===== config.mk =====
export PLATFORM = sky130hd
export DESIGN_NAME = top_k_sorted_insert_table_core
export DESIGN_NICKNAME = d
export VERILOG_FILES = /design/src/rtl/tks_pkg.sv /design/src/rtl/tks_store.sv /design/src/rtl/top_k_sorted_insert_table_core.sv
export SDC_FILE = /design/constraint.sdc
export NUM_CORES = 2
export LEC_CHECK = 0
export ABC_AREA = 1
export BUFFER_PORTS_ARGS = -buffer_cell sky130_fd_sc_hd__buf_2
export CORE_UTILIZATION = 50
export DETAILED_ROUTE_END_ITERATION = 7
export HOLD_SLACK_MARGIN = 0.06
export PLACE_DENSITY_LB_ADDON = 0.25
export SLEW_MARGIN = 20
export SYNTH_ARGS = -nofsm -noshare
export SYNTH_HDL_FRONTEND = slang
export SYNTH_SLANG_ARGS = --single-unit

===== constraint.sdc =====
create_clock -name clk -period 17.4 [get_ports clk]
set_clock_uncertainty 0.1 [all_clocks]
set_input_delay 1.74 -clock clk [delete_from_list [all_inputs] [get_ports clk]]
set_output_delay 1.74 -clock clk [all_outputs]
set_load 0.005 [all_outputs]

===== src/rtl/tks_pkg.sv =====
// ----------------------------------------------------------------------------
// tks_pkg: shared types and constants of the top-k sorted insert table
// Entry layout, action codes and memory control for the core and its store.
// ----------------------------------------------------------------------------
`default_nettype none

package tks_pkg;

  localparam int DEF_NUM_TABLES = 4;
  localparam int DEF_ENTRIES    = 8;

  localparam int ACT_W   = 2;
  localparam int SEL_W   = 2;
  localparam int SCORE_W = 31;
  localparam int TAG_W   = 16;
  localparam int SLOT_W  = 3;
  localparam int PLACE_W = 4;

  typedef enum logic [ACT_W-1:0] {
    ACT_INSERT = 2'd0,
    ACT_QUERY  = 2'd1,
    ACT_READ   = 2'd2,
    ACT_NONE   = 2'd3
  } action_t;

  typedef struct packed {
    logic [SCORE_W-1:0] score;
    logic [TAG_W-1:0]   tag;
  } entry_t;

  typedef struct packed {
    logic we;
    logic re;
  } mem_ctl_t;

endpackage

`default_nettype wire


===== src/rtl/tks_store.sv =====
// ----------------------------------------------------------------------------
// tks_store: entry memory of all tables
// One write and one registered read per cycle; after reset a sweep writes
// every entry to zero and reports busy until it is done.
// ----------------------------------------------------------------------------
`default_nettype none

module tks_store #(
  parameter int DEPTH = tks_pkg::DEF_NUM_TABLES * tks_pkg::DEF_ENTRIES,
  localparam int AW   = (DEPTH > 1) ? $clog2(DEPTH) : 1,
  localparam int CLRW = $clog2(DEPTH + 1)
) (
  input  wire                    clk,
  input  wire                    rst_n,
  input  wire tks_pkg::mem_ctl_t ctl,
  input  wire [AW-1:0]           waddr,
  input  wire tks_pkg::entry_t   wdata,
  input  wire [AW-1:0]           raddr,
  output tks_pkg::entry_t        rdata,
  output logic                   busy
);

  tks_pkg::entry_t mem [DEPTH];
  tks_pkg::entry_t rdata_r;
  logic [CLRW-1:0] clr_cnt_r;
  logic            we_eff;
  logic [AW-1:0]   waddr_eff;
  tks_pkg::entry_t wdata_eff;

  assign busy = clr_cnt_r < CLRW'(DEPTH);

  // clearing sweep owns the write port while busy
  always_comb begin
    if (busy) begin
      we_eff    = 1'b1;
      waddr_eff = clr_cnt_r[AW-1:0];
      wdata_eff = '0;
    end else begin
      we_eff    = ctl.we;
      waddr_eff = waddr;
      wdata_eff = wdata;
    end
  end

  always_ff @(posedge clk) begin
    if (!rst_n) begin
      clr_cnt_r <= '0;
    end else if (busy) begin
      clr_cnt_r <= clr_cnt_r + CLRW'(1);
    end
  end

  always_ff @(posedge clk) begin
    if (we_eff) begin
      mem[waddr_eff] <= wdata_eff;
    end
    if (ctl.re) begin
      rdata_r <= mem[raddr];
    end
  end

  assign rdata = rdata_r;

endmodule

`default_nettype wire


===== src/rtl/top_k_sorted_insert_table_core.sv =====
// insert and query walk the addressed table one slot a cycle through a single
// memory read port and one shared score comparator; a read goes through the
// states ST_RD, ST_RDW and ST_FIN.
// one transaction at a time; the next may be accepted while a result waits.
// after reset a clearing pass zeroes all entries, with in_stall high throughout.
// ----------------------------------------------------------------------------
// top_k_sorted_insert_table_core: bank of descending-sorted top-k tables
// Insert with shift-down, qualification query and entry read per table.
// ----------------------------------------------------------------------------
`default_nettype none

module top_k_sorted_insert_table_core #(
  parameter int NUM_TABLES = tks_pkg::DEF_NUM_TABLES,
  parameter int ENTRIES    = tks_pkg::DEF_ENTRIES
) (
  input  wire                          clk,
  input  wire                          rst_n,
  input  wire                          in_valid,
  output logic                         in_stall,
  input  wire [tks_pkg::ACT_W-1:0]     in_action,
  input  wire [tks_pkg::SEL_W-1:0]     in_table_sel,
  input  wire [tks_pkg::SCORE_W-1:0]   in_score_in,
  input  wire [tks_pkg::TAG_W-1:0]     in_tag_in,
  input  wire [tks_pkg::SLOT_W-1:0]    in_slot_in,
  output logic                         out_valid,
  input  wire                          out_stall,
  output logic                         out_qualifies,
  output logic [tks_pkg::PLACE_W-1:0]  out_placed_slot,
  output logic [tks_pkg::SCORE_W-1:0]  out_score_out,
  output logic [tks_pkg::TAG_W-1:0]    out_tag_out
);

  localparam int DEPTH = NUM_TABLES * ENTRIES;
  localparam int AW    = (DEPTH > 1) ? $clog2(DEPTH) : 1;
  localparam int SW    = $clog2(ENTRIES);
  localparam int CW    = $clog2(ENTRIES + 1);
  localparam logic [tks_pkg::PLACE_W-1:0] NO_SLOT = tks_pkg::PLACE_W'(ENTRIES);

  typedef enum logic [4:0] {
    ST_IDLE = 5'b00001,
    ST_WALK = 5'b00010,
    ST_RD   = 5'b00100,
    ST_RDW  = 5'b01000,
    ST_FIN  = 5'b10000
  } state_t;

  state_t state_r, state_nxt;

  tks_pkg::action_t             op_r, op_nxt;
  logic [AW-1:0]                base_r, base_nxt;
  logic [tks_pkg::SCORE_W-1:0]  sc_r, sc_nxt;
  logic [tks_pkg::SLOT_W-1:0]   sl_r, sl_nxt;
  tks_pkg::entry_t              carry_r, carry_nxt;
  logic [CW-1:0]                cnt_r, cnt_nxt;
  logic [SW-1:0]                ds_r, ds_nxt;
  logic                         rv_r, rv_nxt;
  logic                         found_r, found_nxt;

  logic                         res_q_r, res_q_nxt;
  logic [tks_pkg::PLACE_W-1:0]  res_slot_r, res_slot_nxt;
  logic [tks_pkg::SCORE_W-1:0]  res_score_r, res_score_nxt;
  logic [tks_pkg::TAG_W-1:0]    res_tag_r, res_tag_nxt;

  logic                         out_valid_r, out_valid_nxt;
  logic                         out_q_r, out_q_nxt;
  logic [tks_pkg::PLACE_W-1:0]  out_slot_r, out_slot_nxt;
  logic [tks_pkg::SCORE_W-1:0]  out_score_r, out_score_nxt;
  logic [tks_pkg::TAG_W-1:0]    out_tag_r, out_tag_nxt;

  tks_pkg::mem_ctl_t            mctl;
  logic [AW-1:0]                waddr;
  tks_pkg::entry_t              wdata;
  logic [AW-1:0]                raddr;
  tks_pkg::entry_t              rdata;
  logic                         clr_busy;

  logic                         in_acc;
  logic                         tb_ok;
  logic                         sl_ok;
  logic                         hit;
  logic                         last_slot;

  tks_store #(
    .DEPTH (DEPTH)
  ) u_store (
    .clk   (clk),
    .rst_n (rst_n),
    .ctl   (mctl),
    .waddr (waddr),
    .wdata (wdata),
    .raddr (raddr),
    .rdata (rdata),
    .busy  (clr_busy)
  );

  assign in_stall  = (state_r != ST_IDLE) || clr_busy;
  assign in_acc    = in_valid && !in_stall;
  assign tb_ok     = 32'(in_table_sel) < NUM_TABLES;
  assign sl_ok     = 32'(in_slot_in) < ENTRIES;

  // the one shared comparator
  assign hit       = sc_r >= rdata.score;
  assign last_slot = ds_r == SW'(ENTRIES - 1);

  always_comb begin
    state_nxt     = state_r;
    op_nxt        = op_r;
    base_nxt      = base_r;
    sc_nxt        = sc_r;
    sl_nxt        = sl_r;
    carry_nxt     = carry_r;
    cnt_nxt       = cnt_r;
    ds_nxt        = ds_r;
    rv_nxt        = 1'b0;
    found_nxt     = found_r;
    res_q_nxt     = res_q_r;
    res_slot_nxt  = res_slot_r;
    res_score_nxt = res_score_r;
    res_tag_nxt   = res_tag_r;
    out_valid_nxt = out_valid_r && out_stall;
    out_q_nxt     = out_q_r;
    out_slot_nxt  = out_slot_r;
    out_score_nxt = out_score_r;
    out_tag_nxt   = out_tag_r;
    mctl          = '0;
    waddr         = base_r + AW'(ds_r);
    wdata         = carry_r;
    raddr         = base_r + AW'(cnt_r[SW-1:0]);

    unique case (state_r)
      ST_IDLE: begin
        if (in_acc) begin
          op_nxt        = tks_pkg::action_t'(in_action);
          base_nxt      = AW'(32'(in_table_sel) * ENTRIES);
          sc_nxt        = in_score_in;
          sl_nxt        = in_slot_in;
          carry_nxt     = '{score: in_score_in, tag: in_tag_in};
          cnt_nxt       = '0;
          found_nxt     = 1'b0;
          res_q_nxt     = 1'b0;
          res_slot_nxt  = NO_SLOT;
          res_score_nxt = '0;
          res_tag_nxt   = '0;
          if (!tb_ok) begin
            state_nxt = ST_FIN;
          end else begin
            case (tks_pkg::action_t'(in_action))
              tks_pkg::ACT_INSERT, tks_pkg::ACT_QUERY: state_nxt = ST_WALK;
              tks_pkg::ACT_READ: state_nxt = sl_ok ? ST_RD : ST_FIN;
              default: state_nxt = ST_FIN;
            endcase
          end
        end
      end
      ST_WALK: begin
        // read slot cnt while the data of slot ds is compared and rewritten
        if (cnt_r < CW'(ENTRIES)) begin
          mctl.re = 1'b1;
          cnt_nxt = cnt_r + CW'(1);
          rv_nxt  = 1'b1;
          ds_nxt  = cnt_r[SW-1:0];
        end
        if (rv_r) begin
          if (op_r == tks_pkg::ACT_INSERT) begin
            // from the first hit on, every slot takes the one above it
            if (found_r || hit) begin
              mctl.we   = 1'b1;
              carry_nxt = rdata;
            end
            if (hit && !found_r) begin
              found_nxt    = 1'b1;
              res_q_nxt    = 1'b1;
              res_slot_nxt = tks_pkg::PLACE_W'(ds_r);
            end
          end else if (hit) begin
            res_q_nxt = 1'b1;
          end
          if (last_slot) begin
            state_nxt = ST_FIN;
          end
        end
      end
      ST_RD: begin
        mctl.re   = 1'b1;
        raddr     = base_r + AW'(sl_r);
        state_nxt = ST_RDW;
      end
      ST_RDW: begin
        res_score_nxt = rdata.score;
        res_tag_nxt   = rdata.tag;
        state_nxt     = ST_FIN;
      end
      ST_FIN: begin
        if (!out_valid_r || !out_stall) begin
          out_valid_nxt = 1'b1;
          out_q_nxt     = res_q_r;
          out_slot_nxt  = res_slot_r;
          out_score_nxt = res_score_r;
          out_tag_nxt   = res_tag_r;
          state_nxt     = ST_IDLE;
        end
      end
      default: state_nxt = ST_IDLE;
    endcase
  end

  always_ff @(posedge clk) begin
    if (!rst_n) begin
      state_r     <= ST_IDLE;
      rv_r        <= 1'b0;
      out_valid_r <= 1'b0;
    end else begin
      state_r     <= state_nxt;
      rv_r        <= rv_nxt;
      out_valid_r <= out_valid_nxt;
    end
  end

  always_ff @(posedge clk) begin
    op_r        <= op_nxt;
    base_r      <= base_nxt;
    sc_r        <= sc_nxt;
    sl_r        <= sl_nxt;
    carry_r     <= carry_nxt;
    cnt_r       <= cnt_nxt;
    ds_r        <= ds_nxt;
    found_r     <= found_nxt;
    res_q_r     <= res_q_nxt;
    res_slot_r  <= res_slot_nxt;
    res_score_r <= res_score_nxt;
    res_tag_r   <= res_tag_nxt;
    out_q_r     <= out_q_nxt;
    out_slot_r  <= out_slot_nxt;
    out_score_r <= out_score_nxt;
    out_tag_r   <= out_tag_nxt;
  end

  assign out_valid       = out_valid_r;
  assign out_qualifies   = out_q_r;
  assign out_placed_slot = out_slot_r;
  assign out_score_out   = out_score_r;
  assign out_tag_out     = out_tag_r;

  // no transaction enters during the clearing sweep
  a_clear_blocks_input: assert property (@(posedge clk) disable iff (!rst_n)
    clr_busy |-> in_stall)
    else $error("input accepted during clearing sweep");

  // an insert only writes inside its own table
  a_write_in_table: assert property (@(posedge clk) disable iff (!rst_n)
    (mctl.we && !clr_busy) |->
      (32'(waddr) >= 32'(base_r)) && (32'(waddr) < 32'(base_r) + ENTRIES))
    else $error("write outside addressed table");

  // query and read never modify the store
  a_no_write_on_lookup: assert property (@(posedge clk) disable iff (!rst_n)
    (op_r != tks_pkg::ACT_INSERT && state_r != ST_IDLE) |-> !mctl.we)
    else $error("store written by a non-insert transaction");

  // a new result appears only out of the finish state
  a_result_from_fin: assert property (@(posedge clk) disable iff (!rst_n)
    (out_valid_nxt && !(out_valid_r && out_stall)) |-> (state_r == ST_FIN))
    else $error("result loaded outside finish state");

endmodule

`default_nettype wire


==> metrics.md <==
| Metric | Value |
|---|---|
| Status | `finished, violations left` |
| Failing checks | `design-rule violations` |
| Top Ports | `112` |
| PortBufs | `111` |
| Reg2reg setup slack | `11110 ps` |
| H-tree depth | `4` |
| Worst Path Max Fanout | `132` |
| Clock group share of total power | `40.2%` |
| Pin count of the biggest net entering global routing | `197` |
| Share of the synthesized area in the top cell type | `68.7%` |
| Initial DRC Count | `7078` |
| Peak supply drop | `0.0765 mV` |
| Top post-synthesis cells by area | `edfxtp_1, nand3_1, nand2_1, inv_1, buf_2` |
| Vias in the first global route | `48.6k` |
| DP Area | `79000 um2` |
| Synthesized area per cell | `10.5 um2` |
| Cell Area, Synth | `76400 um2` |
| Hold WC Path Type | `reg2reg` |
| Initial Utilization | `50.3%` |
| R2R depth | `14` |
| Combinational Power Share | `7.7%` |
| Worst R2R End | `u_store.rdata[8]` |
| Placed cells | `9132` |
| Sw frac | `23.5%` |
| Crit path from | `state_r[4]` |
| Critical Path Sink Type | `flip-flop` |
| Endpoints failing hold | `0` |
| Final net count | `7373` |
| Post-Layout Cell Count | `9449` |
| Flop pwr share | `52.1%` |
| P_int | `0.00690 W` |
| Die area | `154000 um2` |
| DRT antenna net count | `0` |
| Yosys cell types | `29` |
| Post-synth top area cell | `edfxtp_1` |
| Die Y | `393 um` |
| DP Wirelength | `105000 um` |
| Maximum capacitance violations | `0` |
| Synth warn | `0` |
| Leakage | `35.9 nW` |
| Sequential fraction of the synthesis area | `69.0%` |
| CP Launch Type | `flip-flop` |
| Net switching power | `0.00212 W` |
| Hold_sp | `res_score_r[4]` |
| Multi-input logic area | `16300 um2` |
| FF+latch count, synth | `1761` |
| Worst-skew pair later-pin latency | `820 ps` |
| Worst-path clk slew | `60 ps` |
| Sink Count | `1761` |
| RSZ-0062 raised after global routing | `no` |
| Syn-to-layout area delta | `10.4%` |
| Critical path class | `reg2reg` |
| Design Area, Final | `84300 um2` |
| CP Data Required Time | `17880 ps` |
| Final setup viols | `0` |
| DRC | `1` |
| CTS tree | `done` |
| Slew @ Worst Pin | `1350 ps` |
| Gpl congestion | `0.803` |
| Clk buf depth | `3` |
| Vias | `51.7k` |
| P per Cell Area | `107 nW/um2` |
| Initial antenna violation count | `3` |
| CORE AREA | `152000 um2` |
| Setup crit end | `u_store.rdata[8]` |
| GRT Util Overall | `28.0%` |
| Drt total wl | `216000 um` |
| Share of layout cells above drive strength 1 | `6.57%` |
| Setup bufs post-CTS | `0` |
| Critical R2R Launch | `state_r[4]` |
| Fmax achieved | `159 MHz` |
| Global-route wire length before repair | `315000 um` |
| Post-DR vias/cell | `5.47` |
| Die Width | `393 um` |
| Fillers | `12.7k` |
| CTS Buf Count | `178` |
| Sum Neg Setup Slack | `0 ps` |
| Cells after Synth | `7262` |
| Area occupied by registers | `52800 um2` |
| Slew Limit Fails | `0` |
| Period utilization | `36.2%` |
| Hold_buf cts | `0` |
| Slew HR | `10.2%` |
| WL/cell | `22.9 um` |
| Grt ovf | `0` |
| Root buf cell | `clkbuf_16` |
| Synth Net Count | `7353` |
| Cell Rows | `143` |
| Post-layout min period | `6290 ps` |
| CTS resizes | `0` |
| Drt pass-1 iters | `8` |
| Critical Path AT | `6770 ps` |
## power by group through the flow
stage | Sequential [W] | Combinational (W) | Clock [W]
2_1_floorplan | 0.00478 | 0.000473 | 0
3_3_place_gp | 0.00478 | 0.000674 | 0
3_5_place_dp | 0.00478 | 0.000684 | 0
4_1_cts | 0.00470 | 0.000688 | 0.00365
5_1_grt | 0.00470 | 0.000762 | 0.00381
6_report | 0.00470 | 0.000694 | 0.00362
## per-layer routing
| metal | GRT usage [%] | part of all wire (%) | up-vias |
|---|---|---|---|
| li1 | - | - | 23600 |
| met1 | 38.7 | 41 | 25100 |
| met2 | 45.2 | 47 | 2598 |
| met3 | 4.40 | 9.4 | 409 |
| met4 | 9.66 | 3.3 | 0 |
| met5 | 0 | 0 | - |
## registers in the layout, summed over array words and instances (netlist names), 3 cells and up
register           flops
carry_r               47
cnt_r                  4
ds_r                   3
out_placed_slot        4
out_score_out         31
out_tag_out           16
res_score_r           31
res_slot_r             4
res_tag_r             16
sc_r                  31
sl_r                   3
state_r                5
u_store.clr_cnt_r      6
u_store.mem         1504
u_store.rdata         47
## logic make-up (layout without fill, tap and decap cells)
logic type	count (synthesis)	count (layout)	synth area share, %
compound gates	126	126	0.883
flops	1761	1761	69.0
fa+ha+maj	33	33	0.540
simple gates	3377	3377	19.3
other cells	0	2	0
buf+inv	1964	2119	10.2
xor+xnor	1	1	0.0115
## how the worst min path moves through the flow
| stage | end | slack, ps | cells after the start |
|---|---|---|---|
| 4_1_cts | out_score_out[4] | 310 | 0 |
| 3_5_place_dp | out_score_out[10] | 300 | 0 |
| 6_report | out_score_out[4] | 310 | 0 |
| 5_1_grt | out_score_out[22] | 320 | 0 |
| 2_1_floorplan | out_placed_slot[0] | 300 | 0 |
| 3_3_place_gp | out_score_out[0] | 300 | 0 |
## metrics by stage
step / utilization (%) / worst slack, ps / power (W) / hold WS (ps)
final: 55.5 / 11110 / 0.00901 / 315
after global routing: 55.5 / 10730 / 0.00927 / 322
after CTS: 55.5 / 11250 / 0.00904 / 315
after detailed placement: 52.0 / 11250 / 0.00547 / 305
after global placement: 52.0 / 11030 / 0.00546 / 301
after floorplan: - / 10700 / 0.00526 / 300
## layout by cell type, fill, tap and decap left out, types with 4 or more instances in the layout
cell and instances:
edfxtp_1 1748, nand2_1 1735, inv_1 1590, nand3_1 1469
clkbuf_16 179, buf_2 111, nor2_1 93, buf_4 89
o21ai_0 62, clkbuf_1 57, nand3b_1 49, clkinv_1 34
a21oi_4 33, ha_1 33, a21oi_1 23, clkinv_2 21
nand4_1 12, dfxtp_1 12, bufinv_16 9, inv_6 8
nor3_1 6, buf_12 5, o21ai_4 4, nand2_4 4
clkinvlp_4 4
## critical path: stages, from the launching register on
cell,delay (ps)
dfxtp_1,340
inv_2,80
nand3_1,550
nand2_4,640
nand2_8,870
buf_4,940
buf_6,720
buf_4,830
nand2_1,140
nand3_1,110
nand3_1,90
nand3_1,130
nand2_1,70
nand2_1,70
nand2_1,60
## Yosys cell counts
master,count
dfxtp_1,13
o211ai_1,1
buf_4,9
nor2_2,2
nand3b_1,49
nand3_1,1469
a21o_1,1
edfxtp_1,1748
a21oi_1,56
o21ai_0,63
ha_1,33
or3b_2,1
inv_1,1593
nand4_1,12
buf_2,204
clkbuf_1,116
buf_6,19
inv_2,3
and3_1,1
nor2_1,95
o21ai_4,3
nor3_1,6
nand4_2,1
nand2_2,1
nor4_1,1
nand2_1,1739
xnor2_1,1
buf_1,20
o21a_1,2
## final cells by class
cell class	instances	share of cell area, %
well taps	2030	3.01
clock buffers	237	5.58
multi-input cells	3537	19.3
clock inverters	78	0.791
repair buffers	208	1.61
inverters	1596	7.12
diodes	2	0.00593
flip-flops and latches	1761	62.5
No activity file was read; power rests on OpenSTA's default activity.
